--- src/hdl/dxtd_pkg.sv ---
// Shared types, codes and constants of the S3TC texel decoder.
package dxtd_pkg;

  // Format selected by the mode register.
  typedef enum logic [1:0] {
    MODE_DXT1  = 2'd0,
    MODE_DXT1A = 2'd1,
    MODE_DXT3  = 2'd2,
    MODE_DXT5  = 2'd3
  } fmt_mode_t;

  // Meaning of a 2-bit color index.
  typedef enum logic [1:0] {
    CIDX_C0    = 2'd0,
    CIDX_C1    = 2'd1,
    CIDX_MIX_A = 2'd2,
    CIDX_MIX_B = 2'd3
  } cidx_t;

  // How the last stage forms alpha.
  typedef enum logic [1:0] {
    ALPHA_FIXED = 2'd0,
    ALPHA_DIV7  = 2'd1,
    ALPHA_DIV5  = 2'd2
  } alpha_kind_t;

  // DXT5 alpha index codes with a fixed meaning.
  localparam logic [2:0] AIDX_A0   = 3'd0;
  localparam logic [2:0] AIDX_A1   = 3'd1;
  localparam logic [2:0] AIDX_ZERO = 3'd6;
  localparam logic [2:0] AIDX_FULL = 3'd7;

  localparam logic [7:0] ALPHA_OPAQUE = 8'd255;
  localparam logic [7:0] ALPHA_CLEAR  = 8'd0;

  // Reciprocal multipliers: floor(n/3) for n < 512, n/7 for n < 5461, n/5 for n < 2730.
  localparam logic [8:0]  DIV3_MUL   = 9'd171;
  localparam int          DIV3_SHIFT = 9;
  localparam logic [11:0] DIV7_MUL   = 12'd2341;
  localparam int          DIV7_SHIFT = 14;
  localparam logic [10:0] DIV5_MUL   = 11'd1639;
  localparam int          DIV5_SHIFT = 13;

  // Stage 1 result: the texel's indices and the block data it needs.
  typedef struct packed {
    logic [15:0] c0;
    logic [15:0] c1;
    cidx_t       csel;
    logic        three_color;
    fmt_mode_t   mode;
    logic [7:0]  a0;
    logic [7:0]  a1;
    logic [2:0]  asel;
    logic [3:0]  anib;
  } fetch_t;

  // Stage 2 result: final color or numerators that still need a division.
  typedef struct packed {
    logic [15:0] direct;
    logic        div3;
    logic [6:0]  num_r;
    logic [7:0]  num_g;
    logic [6:0]  num_b;
    alpha_kind_t akind;
    logic [10:0] anum;
    logic [7:0]  afixed;
  } blend_t;

endpackage

--- src/hdl/dxtd_fetch.sv ---
// Stage 1: picks the texel's color and alpha indices out of the block.
module dxtd_fetch import dxtd_pkg::*; (
  input  logic        clk,
  input  logic        load,
  input  fmt_mode_t   mode,
  input  logic [15:0] color_endpoint_0,
  input  logic [15:0] color_endpoint_1,
  input  logic [31:0] color_indices,
  input  logic [63:0] alpha_part,
  input  logic [1:0]  texel_col,
  input  logic [1:0]  texel_row,
  output fetch_t      q_r
);

  logic [4:0]  cbit;
  logic [5:0]  nbit;
  logic [3:0]  texel;
  logic [5:0]  abit;
  logic [47:0] aidx_word;
  fetch_t      q_nxt;

  // Bit positions of the texel in the index words.
  assign texel     = {texel_row, texel_col};
  assign cbit      = {texel_row, texel_col, 1'b0};
  assign nbit      = {texel_row, texel_col, 2'b00};
  assign abit      = 6'({texel, 1'b0}) + 6'(texel);
  assign aidx_word = alpha_part[63:16];

  always_comb begin
    q_nxt.c0          = color_endpoint_0;
    q_nxt.c1          = color_endpoint_1;
    q_nxt.csel        = cidx_t'(color_indices[cbit +: 2]);
    q_nxt.three_color = (mode == MODE_DXT1 || mode == MODE_DXT1A) &&
                        (color_endpoint_0 <= color_endpoint_1);
    q_nxt.mode        = mode;
    q_nxt.a0          = alpha_part[7:0];
    q_nxt.a1          = alpha_part[15:8];
    q_nxt.asel        = aidx_word[abit +: 3];
    q_nxt.anib        = alpha_part[nbit +: 4];
  end

  always_ff @(posedge clk) begin
    if (load) begin
      q_r <= q_nxt;
    end
  end

endmodule

--- src/hdl/dxtd_blend.sv ---
// Stage 2: forms direct colors and the numerators of interpolated values.
module dxtd_blend import dxtd_pkg::*; (
  input  logic   clk,
  input  logic   load,
  input  fetch_t d,
  output blend_t q_r
);

  logic [4:0]  r0, r1, b0, b1;
  logic [5:0]  g0, g1;
  logic [5:0]  sum_r, sum_b;
  logic [6:0]  sum_g;
  logic        gt;
  logic [3:0]  w0;
  logic [2:0]  w1;
  logic [10:0] anum;
  blend_t      q_nxt;

  assign r0 = d.c0[15:11];
  assign g0 = d.c0[10:5];
  assign b0 = d.c0[4:0];
  assign r1 = d.c1[15:11];
  assign g1 = d.c1[10:5];
  assign b1 = d.c1[4:0];

  // Plain sums for the three-color midpoint.
  assign sum_r = 6'(r0) + 6'(r1);
  assign sum_g = 7'(g0) + 7'(g1);
  assign sum_b = 6'(b0) + 6'(b1);

  // DXT5 weights: eight-step ramp when a0 > a1, six-step otherwise.
  assign gt   = d.a0 > d.a1;
  assign w0   = gt ? (4'd8 - 4'(d.asel)) : (4'd6 - 4'(d.asel));
  assign w1   = d.asel - 3'd1;
  assign anum = 11'(d.a0) * 11'(w0) + 11'(d.a1) * 11'(w1) + (gt ? 11'd3 : 11'd2);

  // Color: endpoint, midpoint or black directly; otherwise a sum divided by 3 later.
  always_comb begin
    q_nxt.direct = d.c0;
    q_nxt.div3   = 1'b0;
    q_nxt.num_r  = 7'({r0, 1'b0}) + 7'(r1) + 7'd1;
    q_nxt.num_g  = 8'({g0, 1'b0}) + 8'(g1) + 8'd1;
    q_nxt.num_b  = 7'({b0, 1'b0}) + 7'(b1) + 7'd1;
    unique case (d.csel)
      CIDX_C0: q_nxt.direct = d.c0;
      CIDX_C1: q_nxt.direct = d.c1;
      CIDX_MIX_A: begin
        if (d.three_color) begin
          q_nxt.direct = {sum_r[5:1], sum_g[6:1], sum_b[5:1]};
        end else begin
          q_nxt.div3 = 1'b1;
        end
      end
      CIDX_MIX_B: begin
        if (d.three_color) begin
          q_nxt.direct = 16'd0;
        end else begin
          q_nxt.div3  = 1'b1;
          q_nxt.num_r = 7'({r1, 1'b0}) + 7'(r0) + 7'd1;
          q_nxt.num_g = 8'({g1, 1'b0}) + 8'(g0) + 8'd1;
          q_nxt.num_b = 7'({b1, 1'b0}) + 7'(b0) + 7'd1;
        end
      end
      default: q_nxt.direct = d.c0;
    endcase

    // Alpha: fixed values here, interpolated ones as a numerator.
    q_nxt.akind  = ALPHA_FIXED;
    q_nxt.anum   = anum;
    q_nxt.afixed = ALPHA_OPAQUE;
    unique case (d.mode)
      MODE_DXT1: q_nxt.afixed = ALPHA_OPAQUE;
      MODE_DXT1A: begin
        // The transparent black texel of three-color mode.
        if (d.three_color && d.csel == CIDX_MIX_B) begin
          q_nxt.afixed = ALPHA_CLEAR;
        end
      end
      // Scaling a nibble by 17 is the same as repeating it.
      MODE_DXT3: q_nxt.afixed = {d.anib, d.anib};
      MODE_DXT5: begin
        priority if (d.asel == AIDX_A0) begin
          q_nxt.afixed = d.a0;
        end else if (d.asel == AIDX_A1) begin
          q_nxt.afixed = d.a1;
        end else if (gt) begin
          q_nxt.akind = ALPHA_DIV7;
        end else if (d.asel == AIDX_ZERO) begin
          q_nxt.afixed = ALPHA_CLEAR;
        end else if (d.asel == AIDX_FULL) begin
          q_nxt.afixed = ALPHA_OPAQUE;
        end else begin
          q_nxt.akind = ALPHA_DIV5;
        end
      end
      default: q_nxt.afixed = ALPHA_OPAQUE;
    endcase
  end

  always_ff @(posedge clk) begin
    if (load) begin
      q_r <= q_nxt;
    end
  end

endmodule

--- src/hdl/dxtd_resolve.sv ---
// Stage 3: divides by constants, selects and widens channels to 8 bits.
module dxtd_resolve import dxtd_pkg::*; (
  input  logic       clk,
  input  logic       load,
  input  blend_t     d,
  output logic [7:0] red_r,
  output logic [7:0] green_r,
  output logic [7:0] blue_r,
  output logic [7:0] alpha_r
);

  logic [15:0] p_r, p_g, p_b;
  logic [22:0] p7;
  logic [21:0] p5;
  logic [4:0]  r5, b5;
  logic [5:0]  g6;
  logic [7:0]  red_nxt, green_nxt, blue_nxt, alpha_nxt;

  // Division by 3, 7 and 5 through reciprocal multiplication.
  assign p_r = 16'(d.num_r) * 16'(DIV3_MUL);
  assign p_g = 16'(d.num_g) * 16'(DIV3_MUL);
  assign p_b = 16'(d.num_b) * 16'(DIV3_MUL);
  assign p7  = 23'(d.anum) * 23'(DIV7_MUL);
  assign p5  = 22'(d.anum) * 22'(DIV5_MUL);

  always_comb begin
    if (d.div3) begin
      r5 = 5'(p_r >> DIV3_SHIFT);
      g6 = 6'(p_g >> DIV3_SHIFT);
      b5 = 5'(p_b >> DIV3_SHIFT);
    end else begin
      r5 = d.direct[15:11];
      g6 = d.direct[10:5];
      b5 = d.direct[4:0];
    end
  end

  // Widen by repeating the high bits.
  assign red_nxt   = {r5, r5[4:2]};
  assign green_nxt = {g6, g6[5:4]};
  assign blue_nxt  = {b5, b5[4:2]};

  always_comb begin
    unique case (d.akind)
      ALPHA_FIXED: alpha_nxt = d.afixed;
      ALPHA_DIV7:  alpha_nxt = 8'(p7 >> DIV7_SHIFT);
      ALPHA_DIV5:  alpha_nxt = 8'(p5 >> DIV5_SHIFT);
      default:     alpha_nxt = d.afixed;
    endcase
  end

  always_ff @(posedge clk) begin
    if (load) begin
      red_r   <= red_nxt;
      green_r <= green_nxt;
      blue_r  <= blue_nxt;
      alpha_r <= alpha_nxt;
    end
  end

endmodule

--- src/hdl/dxt_texel_decoder.sv ---
// S3TC texel decoder top level: mode register, pipeline control and stages.
//
// Decodes one texel of a DXT1, DXT3 or DXT5 block to 8-bit RGBA. The block is a
// three-stage pipeline (index fetch, blend, divide and expand) that accepts one
// item per clock while in_stall is low and passes it through the fetch, blend and
// output registers in turn; the last stage is the output register. A stall on the
// result side holds the pipeline and reaches in_stall only once all three stages
// are full, so bubbles are squeezed out. The mode register is sampled as an item
// enters and should only be written while no item is in flight.
module dxt_texel_decoder import dxtd_pkg::*; (
  input  logic        clk,
  input  logic        rst_n,
  input  logic        cfg_wr_en,
  input  logic [1:0]  cfg_wr_data,
  input  logic        in_valid,
  output logic        in_stall,
  input  logic [15:0] in_color_endpoint_0,
  input  logic [15:0] in_color_endpoint_1,
  input  logic [31:0] in_color_indices,
  input  logic [63:0] in_alpha_part,
  input  logic [1:0]  in_texel_col,
  input  logic [1:0]  in_texel_row,
  output logic        out_valid,
  input  logic        out_stall,
  output logic [7:0]  out_red,
  output logic [7:0]  out_green,
  output logic [7:0]  out_blue,
  output logic [7:0]  out_alpha
);

  fmt_mode_t mode_r;
  logic      v1_r, v2_r, v3_r;
  logic      ready1, ready2, ready3;
  fetch_t    fetch_q;
  blend_t    blend_q;

  // Mode register.
  always_ff @(posedge clk) begin
    if (!rst_n) begin
      mode_r <= MODE_DXT1;
    end else if (cfg_wr_en) begin
      mode_r <= fmt_mode_t'(cfg_wr_data);
    end
  end

  // A stage may load when it is empty or the stage after it moves.
  assign ready3   = !v3_r || !out_stall;
  assign ready2   = !v2_r || ready3;
  assign ready1   = !v1_r || ready2;
  assign in_stall = !ready1;

  always_ff @(posedge clk) begin
    if (!rst_n) begin
      v1_r <= 1'b0;
      v2_r <= 1'b0;
      v3_r <= 1'b0;
    end else begin
      if (ready1) v1_r <= in_valid;
      if (ready2) v2_r <= v1_r;
      if (ready3) v3_r <= v2_r;
    end
  end

  assign out_valid = v3_r;

  dxtd_fetch u_fetch (
    .clk              (clk),
    .load             (ready1),
    .mode             (mode_r),
    .color_endpoint_0 (in_color_endpoint_0),
    .color_endpoint_1 (in_color_endpoint_1),
    .color_indices    (in_color_indices),
    .alpha_part       (in_alpha_part),
    .texel_col        (in_texel_col),
    .texel_row        (in_texel_row),
    .q_r              (fetch_q)
  );

  dxtd_blend u_blend (
    .clk  (clk),
    .load (ready2),
    .d    (fetch_q),
    .q_r  (blend_q)
  );

  dxtd_resolve u_resolve (
    .clk     (clk),
    .load    (ready3),
    .d       (blend_q),
    .red_r   (out_red),
    .green_r (out_green),
    .blue_r  (out_blue),
    .alpha_r (out_alpha)
  );

  // The input side only stalls when every stage holds an item.
  a_stall_full: assert property (@(posedge clk) disable iff (!rst_n)
    in_stall |-> (v1_r && v2_r && v3_r))
    else $error("input stalled with an empty pipeline stage");

  // An item in stage 2 that may advance shows up at the output next cycle.
  a_advance: assert property (@(posedge clk) disable iff (!rst_n)
    (v2_r && ready3) |=> out_valid)
    else $error("item lost between blend and output stage");

  // A stalled result keeps its place while the stages behind it stay full.
  a_hold: assert property (@(posedge clk) disable iff (!rst_n)
    (v3_r && out_stall && v2_r) |=> (v2_r && v3_r))
    else $error("pipeline dropped an item during a stall");

endmodule
--- config.mk ---
export PLATFORM = sky130hd
export DESIGN_NAME = dxt_texel_decoder
export DESIGN_NICKNAME = d
export VERILOG_FILES = /design/src/hdl/dxtd_pkg.sv /design/src/hdl/dxtd_fetch.sv /design/src/hdl/dxtd_blend.sv /design/src/hdl/dxtd_resolve.sv /design/src/hdl/dxt_texel_decoder.sv
export SDC_FILE = /design/constraint.sdc
export NUM_CORES = 1
export LEC_CHECK = 0
export ABC_AREA = 1
export BUFFER_PORTS_ARGS = -buffer_cell sky130_fd_sc_hd__buf_2
export CAP_MARGIN = 15
export CORE_MARGIN = 2
export CORE_UTILIZATION = 45
export CTS_BUF_LIST = sky130_fd_sc_hd__clkbuf_2 sky130_fd_sc_hd__clkbuf_4 sky130_fd_sc_hd__clkbuf_8
export CTS_CLUSTER_SIZE = 8
export DETAILED_ROUTE_END_ITERATION = 6
export PLACE_DENSITY_LB_ADDON = 0.08
export SETUP_SLACK_MARGIN = 0.1
export SLEW_MARGIN = 20
export SYNTH_ARGS = -nofsm -noshare
export SYNTH_HDL_FRONTEND = slang
export SYNTH_SLANG_ARGS = --single-unit
--- constraint.sdc ---
create_clock -name clk -period 7.68 [get_ports clk]
set_clock_uncertainty 0.1 [all_clocks]
set_input_delay 1.92 -clock clk [delete_from_list [all_inputs] [get_ports clk]]
set_output_delay 1.92 -clock clk [all_outputs]
set_load 0.01 [all_outputs]
==> results of run 1 <==
[logic make-up after synthesis]
kind of cell	after synthesis	synth area share [%]
flops	149	23.1
buf+inv	479	9.96
mux	3	0.157
xor+xnor	46	2.22
fa+ha+maj	449	34.2
compound gates	363	11.2
simple gates	880	19.1
other cells	1	0.0196
[sequential cells by signal, summed over array words and instances (netlist names)]
register	cells
u_resolve.blue_r	5
out_valid	1
u_resolve.green_r	6
v1_r	1
u_blend.q_r	60
u_resolve.red_r	5
v2_r	1
mode_r	2
u_fetch.q_r	60
u_resolve.alpha_r	8
[critical path: stages (launching register included)]
cell,delay (ns)
edfxtp_1,0.66
clkinv_1,0.40
ha_1,0.32
ha_1,0.33
o21ai_1,0.54
nor2_1,0.14
fa_1,0.54
inv_1,0.05
fa_1,0.47
inv_1,0.05
fa_1,0.52
inv_1,0.05
fa_1,0.52
inv_1,0.04
ha_1,0.36
a21o_1,0.22
nand3_1,0.06
nand2_1,0.07
a21oi_1,0.19
nor2_1,0.06
o21ai_0,0.14
nand2_1,0.08
xor2_1,0.14
[final timing paths]
kind | to | slack, ns
setup / recovery | u_blend.q_r[16]$_DFFE_PP_ | 1.41
hold / removal | u_fetch.q_r[23]$_DFFE_PN_ | 0.34
setup reg to reg | u_blend.q_r[16]$_DFFE_PP_ | 1.41
hold reg to reg | u_fetch.q_r[23]$_DFFE_PN_ | 0.34
[cells in the mapped netlist (4+ instances only)]
cell type	instances	area (um2)
o21ai_1	13	65.1
nand3_1	155	776
nand4_1	22	138
a21boi_1	7	52.6
xor2_1	27	236
o21bai_1	16	120
a21o_1	8	60.1
or2_2	4	25.0
nor3_1	15	75.1
nor2_1	182	683
fa_1	123	2460
buf_6	6	67.6
a211oi_1	4	30.0
buf_4	11	82.6
clkinv_1	5	18.8
o211ai_1	17	128
xnor2_1	17	149
o22ai_1	13	81.3
or2_1	5	31.3
nand2_1	479	1800
dfxtp_1	5	100
a221oi_1	7	61.3
o21ai_0	107	536
o221ai_1	10	87.6
clkbuf_1	20	75.1
ha_1	326	4080
a21oi_1	119	596
inv_1	416	1560
a31oi_1	12	75.1
edfxtp_1	144	4320
o21a_1	4	30.0
buf_2	16	80.1
o31ai_1	5	37.5
nand3b_1	8	60.1
[routing by layer]
| metal | wire, um | up-vias | GRT usage (%) |
|---|---|---|---|
| met4 | 1200 | 0 | 8.00 |
| met3 | 2310 | 63 | 3.32 |
| li1 | - | 8165 | - |
| met5 | 0 | - | 0 |
| met2 | 24100 | 405 | 41.0 |
| met1 | 23300 | 7610 | 31.3 |
[cell type report]
class / count / area share [%]
Clock buffer: 17 / 1.12
Multi-Input combinational cell: 1742 / 61.5
Clock inverter: 15 / 0.847
Timing Repair Buffer: 181 / 4.46
Inverter: 423 / 7.62
Tap cell: 539 / 3.24
Sequential cell: 149 / 21.2
[stage by stage]
stage	cells	cell area [um2]	utilization, %	hold WS (ns)	setup WS [ns]
2_1_floorplan	2370	19100	-	0.303	1.59
3_3_place_gp	3034	20400	48.7	0.315	1.52
3_5_place_dp	3034	20400	48.7	0.318	1.44
4_1_cts	3066	20800	49.7	0.343	1.43
5_1_grt	3066	20800	49.7	0.366	0.941
6_report	3066	20800	49.7	0.341	1.41
==> metrics.md, run 1 <==
| Metric | Value |
|---|---|
| Status | complete, no violations |
| Largest net degree at the start of global routing | 77 |
| Final WL | about 51,000 um |
| # setup viols final | 0 |
| Ys flop type | edfxtp_1 |
| Mapped Area | approximately 19,000 um2 |
| CP Launch Type | flop |
| Async SR Flop Fraction | 0% |
| Die width | 210 um |
| Htree depth | 4 |
| RSZ-0062 raised after global routing | false |
| Chip Height | roughly 210 um |
| Final period util | between 80% and 90% |
| CTS Hold Bufs | 0 |
| Die ar. | between 40,000 and 50,000 um2 |
| Sequential area share after synthesis | a little under a quarter |
| Via count | around 16k |
| Total CTS buffers | 17 |
| Reg clk slew, reported paths | ~0.090 ns |
| Gpl congestion | slightly above 0.9 |
| FF+latch area | between 4000 and 5000 um2 |
| Pins Over Slew Limit | 0 |
| Number of global-route vias before repair | around 16k |
| CTS max path bufs | 2 |
| Diode count | 0 |
| DRT Pass-1 Iters | 5 |
| Clock root cell | clkbuf_8 |
| Nets | between 3k and 4k |
| Final Hold Vio Count | 0 |
| Maximum Capacitance Violations | 0 |
| Drt first-iter violations | ~820 |
| Clock latency on the worst-skew pair | ~0.55 ns |
| Flops & latches, synth | 149 |
| Data arrival time of the worst path | roughly 6.5 ns |
| Resize count post-CTS | 0 |
| CTS tree | yes |
| Worst Hold Depth | 0 |
| Core area | around 42,000 um2 |
| Post-DR wirelength/cell | 16.6 um |
| WP data required | between 7 and 8 ns |
| Unique masters post-synth | 60 |
| Syn Area/Cell | just over 8 um2 |
| Detail Route Antenna Nets | 0 |
| Final min period | about 6.3 ns |
| Worst flop-to-flop path startpoint | u_fetch.q_r[4]$_DFFE_PN_ |
| Syn nets | 2,958 |
| Multi-input logic area | 12,800 um2 |
| Clock Sink Count | 149 |
| Critical setup path kind | reg -> reg |
| Post-DP HPWL | about 43,000 um |
| Layout cell share with drive strength beyond 1 | around 9% |
| Leading cell type in the layout, fill and taps excluded | nand2_1 |
| Post-CTS setup buffer count | 0 |
| Initial antenna violation count | 0 |
| Initial Utilization | between 40% and 50% |
| Area grow syn2layout | 8.90% |
| Most frequent cells in the layout | nand2_1 (479), inv_1 (414), ha_1 (326) |
| I/O Buffers | 172 |
| Yosys warns | 0 |
| Rel. slew slack | around 34% |
| Gr usage total | 24.0% |
| Vias per cell | roughly 5.3 |
| R2R cell count | 22 |
| Hold Crit Start | mode_r[0]$_SDFFE_PN0P_ |
| Slew at the pin closest to its max-slew limit | between 0.9 and 1 ns |
| DRC viols | 0 |
| GRT Residual Overflow | 0 |
| Final TNS setup | 0 ns |
| Hold Path Class | reg -> reg |
| Global-route wire length before repair | 83,400 um |
| Std cell rows | 75 |
| Top achievable clock speed | 0.159 GHz |
| EDFF count, synth | around 140 |
| Fillers | between 4k and 5k |
| Max FO, Critical Path | 14 |
| Critical Path Start | u_fetch.q_r[4]$_DFFE_PN_ |
| I/O pin total | 173 |
| Post-Syn Instances | around 2.4k |
| CP endpoint kind | flop |
Power of run 1 is left out: the tool's default activity adds up to more than one toggle a clock period on the data nets, which glitch-free logic cannot reach.
==> run 2: changes to the inputs <==
==> constraint.sdc (replaced) <==
create_clock -name clk -period 5.05 [get_ports clk]
set_clock_uncertainty 0.1 [all_clocks]
set_input_delay 1.2625 -clock clk [delete_from_list [all_inputs] [get_ports clk]]
set_output_delay 1.2625 -clock clk [all_outputs]
set_load 0.01 [all_outputs]
==> metrics.md, run 2 (synthesis gave the netlist of run 1 again) <==
| Metric | Value |
|---|---|
| Hold Crit Start | v1_r$_SDFFE_PN0N_ |
| CTS tree | yes |
| Gpl congestion | 0.932 (+0.94%) |
| Layout cell share with drive strength beyond 1 | 14.4% (+5.2 points) |
| Rel. slew slack | 36.4% (+2.0 points) |
| Status | finished with violations |
| Leading cell type in the layout, fill and taps excluded | nand2_1 |
| DRC viols | 0 (unchanged) |
| Critical Path Start | u_fetch.q_r[22]$_DFFE_PN_ |
| Top achievable clock speed | 0.192 GHz (+21%) |
| I/O pin total | 173 (unchanged) |
| Die width | 210 um (unchanged) |
| Std cell rows | 75 (unchanged) |
| RR Endpoint | u_blend.q_r[16]$_DFFE_PP_ |
| CP endpoint kind | flop |
| I/O Buffers | 172 (unchanged) |
| Nets | 3,189 (+2.8%) |
| Clock Sink Count | 149 (unchanged) |
| Fin worst setup slack | -0.153 ns (-1.56 ns) |
| Largest net degree at the start of global routing | 77 (unchanged) |
| Regs by FF count | u_blend.q_r (60), u_fetch.q_r (60), u_resolve.alpha_r (8) |
| Drt first-iter violations | 852 (+4.3%) |
| Critical setup path kind | reg -> reg |
| Via count | 16.6k (+2.1%) |
| Max FO, Critical Path | 5 (-9) |
| RSZ-0062 raised after global routing | true |
| Initial antenna violation count | 1 (+1) |
| DR top layer | met4 |
| Total CTS buffers | 17 (unchanged) |
| WP data required | 5.18 ns (-2.71 ns) |
| Post-DP HPWL | 44,000 um (+3.0%) |
| Final period util | 103% (+21 points) |
| Most frequent cells in the layout | nand2_1 (466), inv_1 (406), ha_1 (312) |
| Detail Route Antenna Nets | 0 (unchanged) |
| GRT Residual Overflow | 0 (unchanged) |
| Area post-placement | 21,000 um2 (+2.6%) |
| Met3 Wirelength | 2170 um (-5.9%) |
| Htree depth | 4 (unchanged) |
| Die ar. | 44,200 um2 (unchanged) |
| Slew at the pin closest to its max-slew limit | 0.951 ns (-0.0305 ns) |
| Maximum Capacitance Violations | 0 (unchanged) |
| Fillers | 4,095 (-0.098%) |
| WL met2 | 25,500 um (+5.6%) |
| Post-DR wirelength/cell | 16.7 um (+0.37%) |
| Worst Hold Depth | 2 (+2) |
| Worst flop-to-flop path startpoint | u_fetch.q_r[22]$_DFFE_PN_ |
| Reg clk slew, reported paths | 0.08 ns (about the same) |
| CP Launch Type | flop |
| Routed met1 length | 23,800 um (+2.4%) |
| R2R cell count | 24 (+9.1%) |
| # setup viols final | 5 (+5) |
| Data arrival time of the worst path | 5.33 ns (-1.15 ns) |
| Worst hold endpoint | v2_r$_SDFFE_PN0P_ |
| Final Hold Vio Count | 0 (unchanged) |
| Global-route wire length before repair | 85,300 um (+2.2%) |
| Final WL | 52,600 um (+3.2%) |
| Final min period | 5.20 ns (-1.07 ns) |
| Clock latency on the worst-skew pair | 0.49 ns (-0.06 ns) |
| Gr usage total | 24.3% (+0.35 points) |
| Initial Utilization | 45.6% (unchanged) |
| Pins Over Slew Limit | 0 (unchanged) |
| Chip Height | 210 um (unchanged) |
| Core area | 41,900 um2 (unchanged) |
| Clock root cell | clkbuf_8 |
| Hold Path Class | reg -> reg |
| Vias per cell | 5.26 (-0.79%) |
| Number of global-route vias before repair | 16.7k (+2.1%) |
| R2r setup slk | -0.15 ns (-1.56 ns) |
| CTS max path bufs | 2 (unchanged) |
| Failing checks | negative setup slack |
| Final Cell Area | 21,800 um2 (+4.8%) |
| DRT Pass-1 Iters | 5 (unchanged) |
| Area grow syn2layout | 14.1% |
run 2: cell count changes in the layout (fill, tap and decap cells not counted), sizes merged:
cell	before	now
bufinv	0	1
buf	181	268
diode	0	1
inv	426	425
run 2: worst max-delay path: stages (launching register included):
cell and delay (ns):
edfxtp_1 0.46, ha_4 0.32, nand2_4 0.05, nor2_4 0.07
nand4_1 0.16, nand2_4 0.20, xor2_4 0.20, nor2_2 0.07
fa_1 0.52, inv_2 0.04, fa_1 0.52, inv_2 0.04
fa_1 0.48, inv_2 0.04, fa_1 0.51, inv_2 0.05
ha_4 0.23, a21o_1 0.21, nand3_2 0.08, nand2_2 0.06
a21oi_2 0.12, nor2_1 0.06, o21ai_1 0.12, nand2_1 0.07
xor2_1 0.14
run 2: per-layer routing:
metal	vias up	GRT usage, %
met1	7768	31.6
li1	8331	-
met2	418	43.0
met3	60	2.68
met4	0	6.70
met5	-	0
run 2: area by class of cell:
class	instances	area [um2]	share of cell area (%)
multi-input cells	1742	13100	60.2
diodes	1	2.50	0.0115
flip-flops and latches	149	4420	20.3
repair buffers	268	1590	7.28
clock inverters	15	161	0.740
inverters	423	1590	7.31
well taps	539	674	3.09
clock buffers	17	234	1.07
run 2: worst max-delay path by stage:
stage               slack [ns]                        end
finish                   -0.15  u_blend.q_r[16]$_DFFE_PP_
CTS                      -0.10  u_blend.q_r[16]$_DFFE_PP_
detailed placement       -0.20  u_blend.q_r[16]$_DFFE_PP_
global placement         -0.14  u_blend.q_r[16]$_DFFE_PP_
floorplan                -0.04  u_blend.q_r[16]$_DFFE_PP_
global route             -0.40  u_blend.q_r[16]$_DFFE_PP_
run 2: through the flow:
step	setup slack, ns	instances	hold slack, ns	util (%)	setup TNS [ns]
after floorplan	-0.0406	2370	0.303	-	-0.0406
final	-0.153	3154	0.358	52.0	-0.513
after detailed placement	-0.199	3091	0.347	49.9	-0.583
after global placement	-0.138	3091	0.339	49.9	-0.288
after global routing	-0.397	3153	0.398	52.0	-1.58
after CTS	-0.103	3143	0.358	51.4	-0.271
run 2: repair_timing:
action,in CTS,in global routing
setup endpoints to repair,5,13
gates resized for setup,11,39
buffers inserted,21,10
hold buffers,0,0
pin swaps,16,25
Power of run 2 is left out for the same reason.
